===== src/hw/rtl/ipid_pkg.sv =====
// Shared types, constants and helpers for the integer PID step unit.
package ipid_pkg;

  localparam int ERR_W   = 16;
  localparam int STEP_W  = 16;
  localparam int GAIN_W  = 16;
  localparam int INT_W   = 32;
  localparam int DRV_W   = 32;
  localparam int DIFF_W  = ERR_W + 1;
  localparam int MUL_A_W = GAIN_W + 1;
  localparam int MUL_B_W = INT_W + 1;
  localparam int PROD_W  = MUL_A_W + MUL_B_W;
  localparam int CNT_W   = $clog2(STEP_W);
  localparam int ADDR_W  = 4;
  localparam int DATA_W  = 32;

  localparam logic [CNT_W-1:0] DIV_LAST = CNT_W'(STEP_W - 1);

  localparam logic signed [PROD_W-1:0] SAT_MAX = PROD_W'(64'sh0000_0000_7FFF_FFFF);
  localparam logic signed [PROD_W-1:0] SAT_MIN = -PROD_W'(64'sh0000_0000_8000_0000);

  // Register indexes (paddr[3:2])
  localparam logic [1:0] REG_PROP_GAIN  = 2'd0;
  localparam logic [1:0] REG_INTEG_GAIN = 2'd1;
  localparam logic [1:0] REG_DERIV_GAIN = 2'd2;

  typedef enum logic [3:0] {
    S_IDLE,
    S_INT_MUL,
    S_INT_ADD,
    S_DIV,
    S_MUL_P,
    S_MUL_I,
    S_MUL_D,
    S_ACC,
    S_OUT
  } ipid_state_t;

  typedef enum logic [1:0] {
    MSEL_ERR_STEP,
    MSEL_PROP,
    MSEL_INTEG,
    MSEL_DERIV
  } ipid_msel_t;

  typedef struct packed {
    logic       load;
    logic       int_upd;
    logic       div_step;
    ipid_msel_t mul_sel;
    logic       prod_en;
    logic       acc_clr;
    logic       acc_en;
    logic       out_load;
  } ipid_cmd_t;

  typedef struct packed {
    logic div_last;
    logic out_free;
  } ipid_sts_t;

  function automatic logic signed [DRV_W-1:0] sat32(input logic signed [PROD_W-1:0] v);
    logic signed [DRV_W-1:0] r;
    if (v > SAT_MAX) begin
      r = SAT_MAX[DRV_W-1:0];
    end else if (v < SAT_MIN) begin
      r = SAT_MIN[DRV_W-1:0];
    end else begin
      r = v[DRV_W-1:0];
    end
    return r;
  endfunction

endpackage


===== src/hw/rtl/ipid_ctrl.sv =====
// Sequencing state machine for the PID step unit.
module ipid_ctrl (
  input  logic               clk,
  input  logic               rst_n,
  input  logic               in_valid,
  output logic               in_ready,
  input  ipid_pkg::ipid_sts_t sts,
  output ipid_pkg::ipid_cmd_t cmd
);
  import ipid_pkg::*;

  ipid_state_t state_r, state_nxt;

  always_ff @(posedge clk) begin
    if (!rst_n) begin
      state_r <= S_IDLE;
    end else begin
      state_r <= state_nxt;
    end
  end

  always_comb begin
    state_nxt = state_r;
    unique case (state_r)
      S_IDLE:    if (in_valid) state_nxt = S_INT_MUL;
      S_INT_MUL: state_nxt = S_INT_ADD;
      S_INT_ADD: state_nxt = S_DIV;
      S_DIV:     if (sts.div_last) state_nxt = S_MUL_P;
      S_MUL_P:   state_nxt = S_MUL_I;
      S_MUL_I:   state_nxt = S_MUL_D;
      S_MUL_D:   state_nxt = S_ACC;
      S_ACC:     state_nxt = S_OUT;
      S_OUT:     if (sts.out_free) state_nxt = S_IDLE;
      default:   state_nxt = S_IDLE;
    endcase
  end

  always_comb begin
    cmd      = '0;
    in_ready = 1'b0;
    unique case (state_r)
      S_IDLE: begin
        in_ready = 1'b1;
        cmd.load = in_valid;
      end
      S_INT_MUL: begin
        cmd.mul_sel = MSEL_ERR_STEP;
        cmd.prod_en = 1'b1;
      end
      S_INT_ADD: cmd.int_upd  = 1'b1;
      S_DIV:     cmd.div_step = 1'b1;
      S_MUL_P: begin
        cmd.mul_sel = MSEL_PROP;
        cmd.prod_en = 1'b1;
        cmd.acc_clr = 1'b1;
      end
      S_MUL_I: begin
        cmd.mul_sel = MSEL_INTEG;
        cmd.prod_en = 1'b1;
        cmd.acc_en  = 1'b1;
      end
      S_MUL_D: begin
        cmd.mul_sel = MSEL_DERIV;
        cmd.prod_en = 1'b1;
        cmd.acc_en  = 1'b1;
      end
      S_ACC:   cmd.acc_en   = 1'b1;
      S_OUT:   cmd.out_load = sts.out_free;
      default: cmd = '0;
    endcase
  end

  a_load_only_free: assert property (@(posedge clk) disable iff (!rst_n)
    cmd.out_load |-> sts.out_free)
    else $error("result loaded while output register occupied");

  a_accept_starts: assert property (@(posedge clk) disable iff (!rst_n)
    (in_valid && in_ready) |=> (state_r == S_INT_MUL))
    else $error("accepted item did not start the sequence");

  a_div_exit: assert property (@(posedge clk) disable iff (!rst_n)
    (state_r == S_DIV && sts.div_last) |=> (state_r == S_MUL_P))
    else $error("divider finished but sequence did not advance");

endmodule


===== src/hw/rtl/ipid_dp.sv =====
// Datapath: shared multiplier, accumulator, restoring divider, state and output register.
module ipid_dp (
  input  logic                                     clk,
  input  logic                                     rst_n,
  input  ipid_pkg::ipid_cmd_t                      cmd,
  output ipid_pkg::ipid_sts_t                      sts,
  input  logic signed [ipid_pkg::ERR_W-1:0]        in_error_in,
  input  logic        [ipid_pkg::STEP_W-1:0]       in_time_step,
  input  logic signed [ipid_pkg::GAIN_W-1:0]       prop_gain,
  input  logic signed [ipid_pkg::GAIN_W-1:0]       integ_gain,
  input  logic signed [ipid_pkg::GAIN_W-1:0]       deriv_gain,
  output logic signed [ipid_pkg::DRV_W-1:0]        out_drive_out,
  output logic                                     out_step_zero_flag,
  output logic                                     out_valid,
  input  logic                                     out_ready
);
  import ipid_pkg::*;

  logic signed [ERR_W-1:0]   err_r;
  logic        [STEP_W-1:0]  step_r;
  logic                      zero_r;
  logic                      neg_r;
  logic signed [ERR_W-1:0]   last_error_r;
  logic signed [INT_W-1:0]   integral_r;
  logic        [STEP_W-1:0]  dvd_r;
  logic        [STEP_W:0]    rem_r;
  logic        [CNT_W-1:0]   cnt_r;
  logic signed [PROD_W-1:0]  prod_r;
  logic signed [PROD_W-1:0]  acc_r;
  logic signed [DRV_W-1:0]   drive_r;
  logic                      flag_r;
  logic                      out_valid_r;

  logic signed [DIFF_W-1:0]  diff;
  logic        [DIFF_W-1:0]  diff_mag;
  logic        [STEP_W:0]    trial;
  logic                      qbit;
  logic signed [DIFF_W-1:0]  deriv;
  logic signed [MUL_A_W-1:0] mul_a;
  logic signed [MUL_B_W-1:0] mul_b;

  assign diff     = DIFF_W'(in_error_in) - DIFF_W'(last_error_r);
  assign diff_mag = diff[DIFF_W-1] ? DIFF_W'(-diff) : DIFF_W'(diff);

  // One restoring step: shift in the next dividend bit, subtract if it fits.
  assign trial = {rem_r[STEP_W-1:0], dvd_r[STEP_W-1]};
  assign qbit  = (trial >= {1'b0, step_r});

  always_comb begin
    if (zero_r) begin
      deriv = '0;
    end else if (neg_r) begin
      deriv = -$signed({1'b0, dvd_r});
    end else begin
      deriv = $signed({1'b0, dvd_r});
    end
  end

  always_comb begin
    case (cmd.mul_sel)
      MSEL_ERR_STEP: begin
        mul_a = MUL_A_W'(err_r);
        mul_b = $signed({{(MUL_B_W-STEP_W){1'b0}}, step_r});
      end
      MSEL_PROP: begin
        mul_a = MUL_A_W'(prop_gain);
        mul_b = MUL_B_W'(err_r);
      end
      MSEL_INTEG: begin
        mul_a = MUL_A_W'(integ_gain);
        mul_b = MUL_B_W'(integral_r);
      end
      default: begin
        mul_a = MUL_A_W'(deriv_gain);
        mul_b = MUL_B_W'(deriv);
      end
    endcase
  end

  // Control-visible state
  always_ff @(posedge clk) begin
    if (!rst_n) begin
      last_error_r <= '0;
      integral_r   <= '0;
      out_valid_r  <= 1'b0;
    end else begin
      if (cmd.load) begin
        last_error_r <= in_error_in;
      end
      if (cmd.int_upd) begin
        integral_r <= sat32(PROD_W'(integral_r) + prod_r);
      end
      if (cmd.out_load) begin
        out_valid_r <= 1'b1;
      end else if (out_ready) begin
        out_valid_r <= 1'b0;
      end
    end
  end

  // Payload registers
  always_ff @(posedge clk) begin
    if (cmd.load) begin
      err_r  <= in_error_in;
      step_r <= in_time_step;
      zero_r <= (in_time_step == '0);
      neg_r  <= diff[DIFF_W-1];
      dvd_r  <= diff_mag[STEP_W-1:0];
      rem_r  <= '0;
      cnt_r  <= '0;
    end else if (cmd.div_step) begin
      rem_r <= qbit ? (trial - {1'b0, step_r}) : trial;
      dvd_r <= {dvd_r[STEP_W-2:0], qbit};
      cnt_r <= cnt_r + 1'b1;
    end
    if (cmd.prod_en) begin
      prod_r <= mul_a * mul_b;
    end
    if (cmd.acc_clr) begin
      acc_r <= '0;
    end else if (cmd.acc_en) begin
      acc_r <= acc_r + prod_r;
    end
    if (cmd.out_load) begin
      drive_r <= sat32(acc_r);
      flag_r  <= zero_r;
    end
  end

  assign sts.div_last = (cnt_r == DIV_LAST);
  assign sts.out_free = !out_valid_r || out_ready;

  assign out_drive_out      = drive_r;
  assign out_step_zero_flag = flag_r;
  assign out_valid          = out_valid_r;

  a_valid_after_load: assert property (@(posedge clk) disable iff (!rst_n)
    cmd.out_load |=> out_valid_r)
    else $error("output register not marked valid after load");

  a_flag_matches: assert property (@(posedge clk) disable iff (!rst_n)
    cmd.out_load |=> (flag_r == $past(zero_r)))
    else $error("step-zero flag does not follow the captured step");

  a_int_hold_zero: assert property (@(posedge clk) disable iff (!rst_n)
    (cmd.int_upd && zero_r) |=> $stable(integral_r))
    else $error("integral moved on a zero step");

endmodule


===== src/hw/rtl/integer_pid_step_unit.sv =====
// Top level of the integer PID step unit: register file, controller and datapath.
//
//  Channel  Direction  Handshake               Payload
//  in_      input      in_valid / in_ready     in_error_in[15:0] s, in_time_step[15:0] u
//  out_     output     out_valid / out_ready   out_drive_out[31:0] s, out_step_zero_flag
//  cfg      input      psel/penable/pwrite     paddr[3:0], pwdata[31:0], prdata[31:0]
//
//  Sequence per item, one item at a time: accept, integral multiply and add, a
//  16-step restoring divide for the slope, three products through the one shared
//  17x33 multiplier plus accumulate, load.
//  Reset clears the gains, the integral and the last error; no clearing pass.
//  A stalled result holds in the output register; the next item is still taken
//  and runs until its own result load, where it waits for the register to free.
module integer_pid_step_unit (
  input  logic                                 clk,
  input  logic                                 rst_n,
  // input items
  input  logic                                 in_valid,
  output logic                                 in_ready,
  input  logic signed [ipid_pkg::ERR_W-1:0]    in_error_in,
  input  logic        [ipid_pkg::STEP_W-1:0]   in_time_step,
  // result items
  output logic                                 out_valid,
  input  logic                                 out_ready,
  output logic signed [ipid_pkg::DRV_W-1:0]    out_drive_out,
  output logic                                 out_step_zero_flag,
  // configuration port
  input  logic                                 psel,
  input  logic                                 penable,
  input  logic                                 pwrite,
  input  logic        [ipid_pkg::ADDR_W-1:0]   paddr,
  input  logic        [ipid_pkg::DATA_W-1:0]   pwdata,
  output logic        [ipid_pkg::DATA_W-1:0]   prdata,
  output logic                                 pready
);
  import ipid_pkg::*;

  logic signed [GAIN_W-1:0] prop_gain_r;
  logic signed [GAIN_W-1:0] integ_gain_r;
  logic signed [GAIN_W-1:0] deriv_gain_r;
  logic                     cfg_wr;
  logic [1:0]               cfg_idx;
  ipid_cmd_t                cmd;
  ipid_sts_t                sts;

  // Zero-wait port: every access completes in its access cycle.
  assign pready  = 1'b1;
  assign cfg_wr  = psel && penable && pwrite;
  assign cfg_idx = paddr[ADDR_W-1:2];

  // Gain registers; writes to unmapped indexes drop.
  always_ff @(posedge clk) begin
    if (!rst_n) begin
      prop_gain_r  <= '0;
      integ_gain_r <= '0;
      deriv_gain_r <= '0;
    end else if (cfg_wr) begin
      unique case (cfg_idx)
        REG_PROP_GAIN:  prop_gain_r  <= pwdata[GAIN_W-1:0];
        REG_INTEG_GAIN: integ_gain_r <= pwdata[GAIN_W-1:0];
        REG_DERIV_GAIN: deriv_gain_r <= pwdata[GAIN_W-1:0];
        default: ;
      endcase
    end
  end

  // Read back sign-extended to the bus width.
  always_comb begin
    unique case (cfg_idx)
      REG_PROP_GAIN:  prdata = DATA_W'(prop_gain_r);
      REG_INTEG_GAIN: prdata = DATA_W'(integ_gain_r);
      REG_DERIV_GAIN: prdata = DATA_W'(deriv_gain_r);
      default:        prdata = '0;
    endcase
  end

  // Sequencer: steps the datapath through integral, divide and products.
  ipid_ctrl u_ctrl (
    .clk      (clk),
    .rst_n    (rst_n),
    .in_valid (in_valid),
    .in_ready (in_ready),
    .sts      (sts),
    .cmd      (cmd)
  );

  // Arithmetic, kept state and the result register.
  ipid_dp u_dp (
    .clk                (clk),
    .rst_n              (rst_n),
    .cmd                (cmd),
    .sts                (sts),
    .in_error_in        (in_error_in),
    .in_time_step       (in_time_step),
    .prop_gain          (prop_gain_r),
    .integ_gain         (integ_gain_r),
    .deriv_gain         (deriv_gain_r),
    .out_drive_out      (out_drive_out),
    .out_step_zero_flag (out_step_zero_flag),
    .out_valid          (out_valid),
    .out_ready          (out_ready)
  );

  a_no_accept_busy: assert property (@(posedge clk) disable iff (!rst_n)
    (in_valid && in_ready) |=> !in_ready)
    else $error("second item accepted while one is in progress");

  a_cfg_hold_busy: assert property (@(posedge clk) disable iff (!rst_n)
    cmd.acc_en |-> !cmd.load)
    else $error("load issued while accumulating");

  a_ready_pready: assert property (@(posedge clk) disable iff (!rst_n)
    cmd.load |-> (in_valid && in_ready))
    else $error("datapath load without an accepted item");

endmodule

===== config.mk =====
export PLATFORM = sky130hd
export DESIGN_NAME = integer_pid_step_unit
export DESIGN_NICKNAME = d
export VERILOG_FILES = /design/src/hw/rtl/ipid_pkg.sv /design/src/hw/rtl/ipid_ctrl.sv /design/src/hw/rtl/ipid_dp.sv /design/src/hw/rtl/integer_pid_step_unit.sv
export SDC_FILE = /design/constraint.sdc
export NUM_CORES = 2
export LEC_CHECK = 0
export BUFFER_PORTS_ARGS = -buffer_cell sky130_fd_sc_hd__buf_4
export CAP_MARGIN = 20
export CELL_PAD_IN_SITES_DETAIL_PLACEMENT = 2
export CELL_PAD_IN_SITES_GLOBAL_PLACEMENT = 2
export CORE_MARGIN = 5
export CORE_UTILIZATION = 40
export CTS_CLUSTER_DIAMETER = 120
export CTS_CLUSTER_SIZE = 8
export DETAILED_ROUTE_END_ITERATION = 16
export PLACE_DENSITY_LB_ADDON = 0.2
export SLEW_MARGIN = 20
export SYNTH_ARGS = -nofsm -noshare
export SYNTH_HDL_FRONTEND = slang
export SYNTH_SLANG_ARGS = --single-unit

===== constraint.sdc =====
create_clock -name clk -period 12.8 [get_ports clk]
set_clock_uncertainty 0.05 [all_clocks]
set_input_delay 1.92 -clock clk [delete_from_list [all_inputs] [get_ports clk]]
set_output_delay 1.92 -clock clk [all_outputs]
set_load 0.01 [all_outputs]

### Yosys cells after proc, flatten, opt, wreduce, memory -nomap -nowiden

Cells that the tools add are included.

* bits in registers: 304
* input bits: 75
* output and inout port bits: 68
* logic and storage cells: 88

* add/sub/neg operators: 7
* multipliers: 1
* magnitude comparators: 5
* equal/unequal tests: 16
* muxes and demuxes: 26
* reduce and logical (&&, ||, !) cells: 15

Operators by type and width (count)
* greater-than comparator 50 x 32 -> 1 bit, second input constant: 2
* less-than comparator 50 x 32 -> 1 bit, second input constant: 2
* case mux 33 bit (3 select lines): 1
* 2-to-1 mux 32 bit: 3
* case mux 32 bit (3 select lines): 1
* 2-to-1 mux 16 bit: 4
* case mux 17 bit (3 select lines): 1
* adder 32 x 50 -> 50 bit: 1
* adder 50 bit: 1
* multiplier 17 x 33 -> 50 bit: 1
* case mux 4 bit (9 select lines): 1
* 2-to-1 mux 17 bit: 2
* >= comparator 17 x 16 -> 1 bit: 1
* negation 16 -> 17 bit: 1
* subtractor 16 x 16 -> 17 bit: 1
* == test 4 x 3 -> 1 bit, second input constant: 4
* zero test 16 bit: 1
* negation 16 bit: 1
* subtractor 16 bit: 1
* 2-to-1 mux 4 bit: 3
* case mux 3 bit (4 select lines): 1
* 2-to-1 mux 1 bit: 9
* == test 4 x 2 -> 1 bit, second input constant: 2
* == test 4 bit, second input constant: 2
* 15 further kinds: 23

### Depth between registers and ports, before layout

* depth after elaboration: 5
* gate-level depth with buffers: 36
* gate-level depth less buffers: 34

### Hierarchy

Synthesis repeated with hierarchy kept, for this count alone.

* cells, all modules: 4409
* area total of the unflattened synthesis: 38647.1 µm²

Modules (own cells, without submodules)
* ipid_dp: instances 1, cells an instance 4123, area an instance 36070.8 µm², seq. area each 6376.1 µm²
* integer_pid_step_unit: instances 1, cells an instance 249, area an instance 2259.7 µm², seq. area each 960.9 µm²
* ipid_ctrl: instances 1, cells an instance 37, area an instance 316.6 µm², seq. area each 80.1 µm²

### Least setup slack after synthesis

Ideal clock, no wire load.

* path kind: register to register
* start: reg u_dp.dvd_r[3]
* end: reg u_dp.prod_r[42], data pin
* library setup time: 0.255 ns
* data arrival time: 8.543 ns
* path slack: 3.952 ns
* cell stages (with the launch flop): 35
* period minus slack after synthesis: 8.848 ns
* cell sequence: edfxtp_1 > or3_1 > nor2_1 > nand2_1 > or3_1 > or4_1 > nor3_1 > nor3b_1 > nor2_1 > buf_2 > a21o_1 > clkbuf_1 > nor2_1 > fa_1 > inv_1 > fa_1 > fa_1 > inv_1 > fa_1 > fa_1 > inv_1 > fa_1 > inv_1 > ha_1 > clkbuf_1 > a21o_1 > a21o_1 > a21o_1 > a21oi_1 > nor3b_1 > a21oi_1 > a211oi_1 > nor4_2 > or4b_1 > and3_1

* longest elaborated chain between the ends: 5

Ends and longest elaborated chain
* start: declaration: line ipid_dp.sv:25 `logic [STEP_W-1:0] dvd_r;`
* start signal: assignment: line ipid_dp.sv:108 `dvd_r <= diff_mag[STEP_W-1:0];`
* start signal: assignment: line ipid_dp.sv:113 `dvd_r <= {dvd_r[STEP_W-2:0], qbit};`
* negation 16 -> 17 bit: line ipid_dp.sv:53 `deriv = -$signed({1'b0, dvd_r});`
* 2-to-1 mux 17 bit *: line ipid_dp.sv:52 `end else if (neg_r) begin`
* 2-to-1 mux 17 bit *: line ipid_dp.sv:50 `if (zero_r) begin`
* case mux 33 bit (3 select lines) *: line ipid_dp.sv:60 `case (cmd.mul_sel)`
* multiplier 17 x 33 -> 50 bit *: line ipid_dp.sv:117 `prod_r <= mul_a * mul_b;`
* end signal: assignment: line ipid_dp.sv:117
* end: declaration: line ipid_dp.sv:28 `logic signed [PROD_W-1:0] prod_r;`

Mark *: on every way between the ends. The rest lies on a longest branch, timed or not.
A chain may end at the register's enable or synchronous reset.

### Worst setup path in the final report

* start: reg u_ctrl.state_r[2]
* end: reg u_dp.prod_r[46], data pin

* longest elaborated chain between the ends: 5
* elaborated cells between the ends (all ways): 11
* classes of those cells: mul (1); eq/ne (6); mux (3); reduce/logical (1)

Ends and longest elaborated chain
* start: declaration: line ipid_ctrl.sv:12 `ipid_state_t state_r, state_nxt;`
* start signal: assignment: line ipid_ctrl.sv:18 `state_r <= state_nxt;`
* == test 4 x 3 -> 1 bit or == test 4 x 1 -> 1 bit (tied branches): line ipid_ctrl.sv:41 `unique case (state_r)`
* case mux 3 bit (4 select lines) *: line ipid_ctrl.sv:41
* == test 2 bit, or another cell as far along: line ipid_dp.sv:60
* case mux 17 bit (3 select lines) or case mux 33 bit (3 select lines) (tied branches): line ipid_dp.sv:60
* multiplier 17 x 33 -> 50 bit *: line ipid_dp.sv:117

Marks and branches as above.

==> flow_summary.json <==
{
  "drt_first_pass_iters": 7,
  "cts.sinks": 304,
  "chipHeight_um": 321.3,
  "postCtsSetupBuffers": 0,
  "post_route_cells_drive_above_1_share_pct": 6.612,
  "setup-tns-final_ns": 0,
  "worstReg2RegStart": "u_ctrl.state_r[2]",
  "cpMaxStageDelayCell": "sky130_fd_sc_hd__o21ai_2",
  "avgViaCountPerCell": 5.662,
  "synth_edf_count": 133,
  "critical_path_class": "register to register",
  "cts.repair.resized": 0,
  "finalSetupViolCount": 0,
  "placementRows": 114,
  "synth-seq-area-share_pct": 19.14,
  "worst-endpoint-arrival_ns": 10.37,
  "htree_levels": 2,
  "synth-async-reset-ratio_pct": 0,
  "route.detailed.drc": 0,
  "startpoint_type": "register",
  "ys.flop_type": "sky130_fd_sc_hd__dfxtp_1",
  "synth.largest_area_cell": "sky130_fd_sc_hd__fa_1",
  "crit-reg2reg-capture": "u_dp.prod_r[46]",
  "run_status": "finished clean",
  "worstHoldPathCells": 2,
  "finalMaxSlewViolations": 0,
  "drv_cap": 0,
  "worst_hold_path.endpoint": "u_dp.last_error_r[2]",
  "die_area_um2": 103200,
  "first_iter_violations": 1660,
  "floorplan.initialDensity_pct": 40.19,
  "globalRoute.totalOverflow": 0,
  "synthTopCellsByCount": "sky130_fd_sc_hd__nand2_1, sky130_fd_sc_hd__inv_1, sky130_fd_sc_hd__fa_1",
  "tightestPinTransition_ns": 1.123,
  "place.port_buffers": 123,
  "synth_largest_type_area_fraction_pct": 27.38,
  "crit_path_frequent_cell": "sky130_fd_sc_hd__fa_1",
  "place.detailed.hpwl_mm": 111.3,
  "antenna_found_initial": 4,
  "ctsLongestPathBuffers": 3,
  "worst_ep_required_time_ns": 13.11,
  "number_of_cells_on_the_worst_reg_to_reg_path": 29,
  "min_path_type": "register to register",
  "average_instance_area_after_synthesis_um2": 8.559,
  "layout-area-overhead-vs-synth_pct": 8.846,
  "final_net_count": 5375,
  "design.portCount": 143,
  "fillCellCount": 10839,
  "reg2reg_slack_ns": 2.74,
  "clk_root_buffer_cell": "sky130_fd_sc_hd__clkbuf_16",
  "gr-usage-all-layers_pct": 27.10,
  "syn_inst": 4528,
  "final_period_minus_worst_setup_slack_ns": 10.06,
  "tritoncts_clock_tree": "done",
  "core_area_um2": 96420,
  "wire_per_inst_um": 24.10,
  "vias_in_the_first_global_route": 37592,
  "synth.ff_latch_count": 304,
  "slew_headroom_pct": 25.14,
  "route.antenna.remaining_nets": 0,
  "ys_types": 88,
  "clk-insertion-delay-late_ns": 0.61,
  "grt_first_pass_wirelength_mm": 219.0,
  "cell_types_with_the_largest_area_share_after_synthesis": "sky130_fd_sc_hd__fa_1, sky130_fd_sc_hd__edfxtp_1, sky130_fd_sc_hd__dfxtp_1",
  "post-route-period-util_pct": 78.59,
  "synth.most_common_cell": "sky130_fd_sc_hd__nand2_1",
  "ctsHoldBuffers": 0,
  "maxClockFrequency_mhz": 99.41,
  "cts.clk_slew.worst_paths_ns": 0.05,
  "vias": 33007,
  "gp_congestion": 0.8328,
  "synth_nets": 5382,
  "synthesis.yosys.warnings": 0,
  "cts_inserted_buffers": 44,
  "syn-cell-area_um2": 38750,
  "finalWirelength_mm": 140.5,
  "die_x_um": 321.3,
  "cp_max_fo": 21,
  "max_stage_delay_ns": 0.84,
  "hold_path_startpoint": "u_dp.last_error_r[2]",
  "rsz0062_at_grt": "no",
  "grt_start_max_net_pins": 67,
  "worst_setup_path_end_kind": "register",
  "final-hold-violation-count": 0
}
==> worst max-delay path by stage <==
stage                      end              start  depth (start not counted)  slack, ns
2_1_floorplan  u_dp.prod_r[42]      u_dp.dvd_r[3]                         34       3.95
3_3_place_gp   u_dp.prod_r[47]  u_ctrl.state_r[2]                         28       3.00
3_5_place_dp   u_dp.prod_r[46]  u_ctrl.state_r[2]                         29       2.82
4_1_cts        u_dp.prod_r[42]  u_ctrl.state_r[2]                         29       2.83
5_1_grt        u_dp.prod_r[45]  u_ctrl.state_r[2]                         30       2.33
6_report       u_dp.prod_r[46]  u_ctrl.state_r[2]                         29       2.74
==> final cells by class <==
class / count / area, µm² / area share, %
diodes: 2 / 5.005 / 0.01186
clock buffers: 74 / 1235 / 2.928
clock inverters: 3 / 30.03 / 0.07119
inverters: 616 / 2312 / 5.481
multi-input cells: 3377 / 28250 / 66.97
flip-flops and latches: 304 / 7418 / 17.59
well taps: 1276 / 1597 / 3.785
repair buffers: 178 / 1336 / 3.168
==> per-stage QoR <==
step / setup slack, ns / hold WS [ns] / instance area, µm² / util, % / instances
2_1_floorplan: 3.952 / 0.3935 / 38750 / - / 4528
3_3_place_gp: 3.003 / 0.4020 / 40880 / 42.40 / 5750
3_5_place_dp: 2.823 / 0.4125 / 40900 / 42.42 / 5751
4_1_cts: 2.832 / 0.4198 / 42160 / 43.73 / 5828
5_1_grt: 2.327 / 0.4483 / 42180 / 43.74 / 5828
6_report: 2.741 / 0.4155 / 42180 / 43.75 / 5830
==> layer usage <==
| metal | global-route usage [%] | part of all wire [%] | up-vias |
|---|---|---|---|
| met5 | 0 | 0.0093 | - |
| met4 | 7.951 | 3.1 | 2 |
| met3 | 4.776 | 5.5 | 209 |
| met2 | 46.44 | 48 | 756 |
| met1 | 35.28 | 44 | 17183 |
| li1 | - | - | 14857 |
==> worst max-delay path, delay by kind of cell (launching register included) <==
kind | cells | cell delay, ns
simple gates | 7 | 2.13
compound gates | 10 | 2.91
buf+inv | 5 | 0.65
flops | 1 | 0.69
fa+ha+maj | 7 | 3.36
==> cell usage in the layout, fill, tap and decap left out, drive strengths merged, types with 81 or more instances in the layout <==
master  instances
a21oi         210
fa            530
ha            249
buf           178
xnor2         103
a21boi         81
a21o          101
dfxtp         171
inv           616
o21ai         202
edfxtp        133
nand2         633
nor2          500
==> flip-flops by register name, summed over array words and instances, names as in the netlist, 4 cells and up <==
register / flops
integ_gain_r: 16
u_dp.rem_r: 16
u_dp.err_r: 16
u_dp.prod_r: 50
u_dp.step_r: 16
u_dp.last_error_r: 16
u_dp.out_drive_out: 32
u_dp.integral_r: 32
u_dp.cnt_r: 4
u_ctrl.state_r: 4
u_dp.acc_r: 50
u_dp.dvd_r: 16
deriv_gain_r: 16
prop_gain_r: 16
==> logic make-up after synthesis <==
| logic type | count (synthesis) | share of synthesized area [%] |
|---|---|---|
| AO/OA/AOI/OAI | 902 | 15.70 |
| XOR/XNOR | 177 | 4.000 |
| adder cells (fa/ha/maj) | 779 | 35.42 |
| buffers and inverters | 847 | 8.452 |
| flip-flops | 304 | 19.14 |
| multiplexers | 23 | 0.5940 |
| other | 1 | 0.009676 |
| AND/OR/NAND/NOR | 1495 | 16.69 |
Power is not shown: default switching activity piles up to over one toggle a cycle in this logic, so the estimate is an artifact.
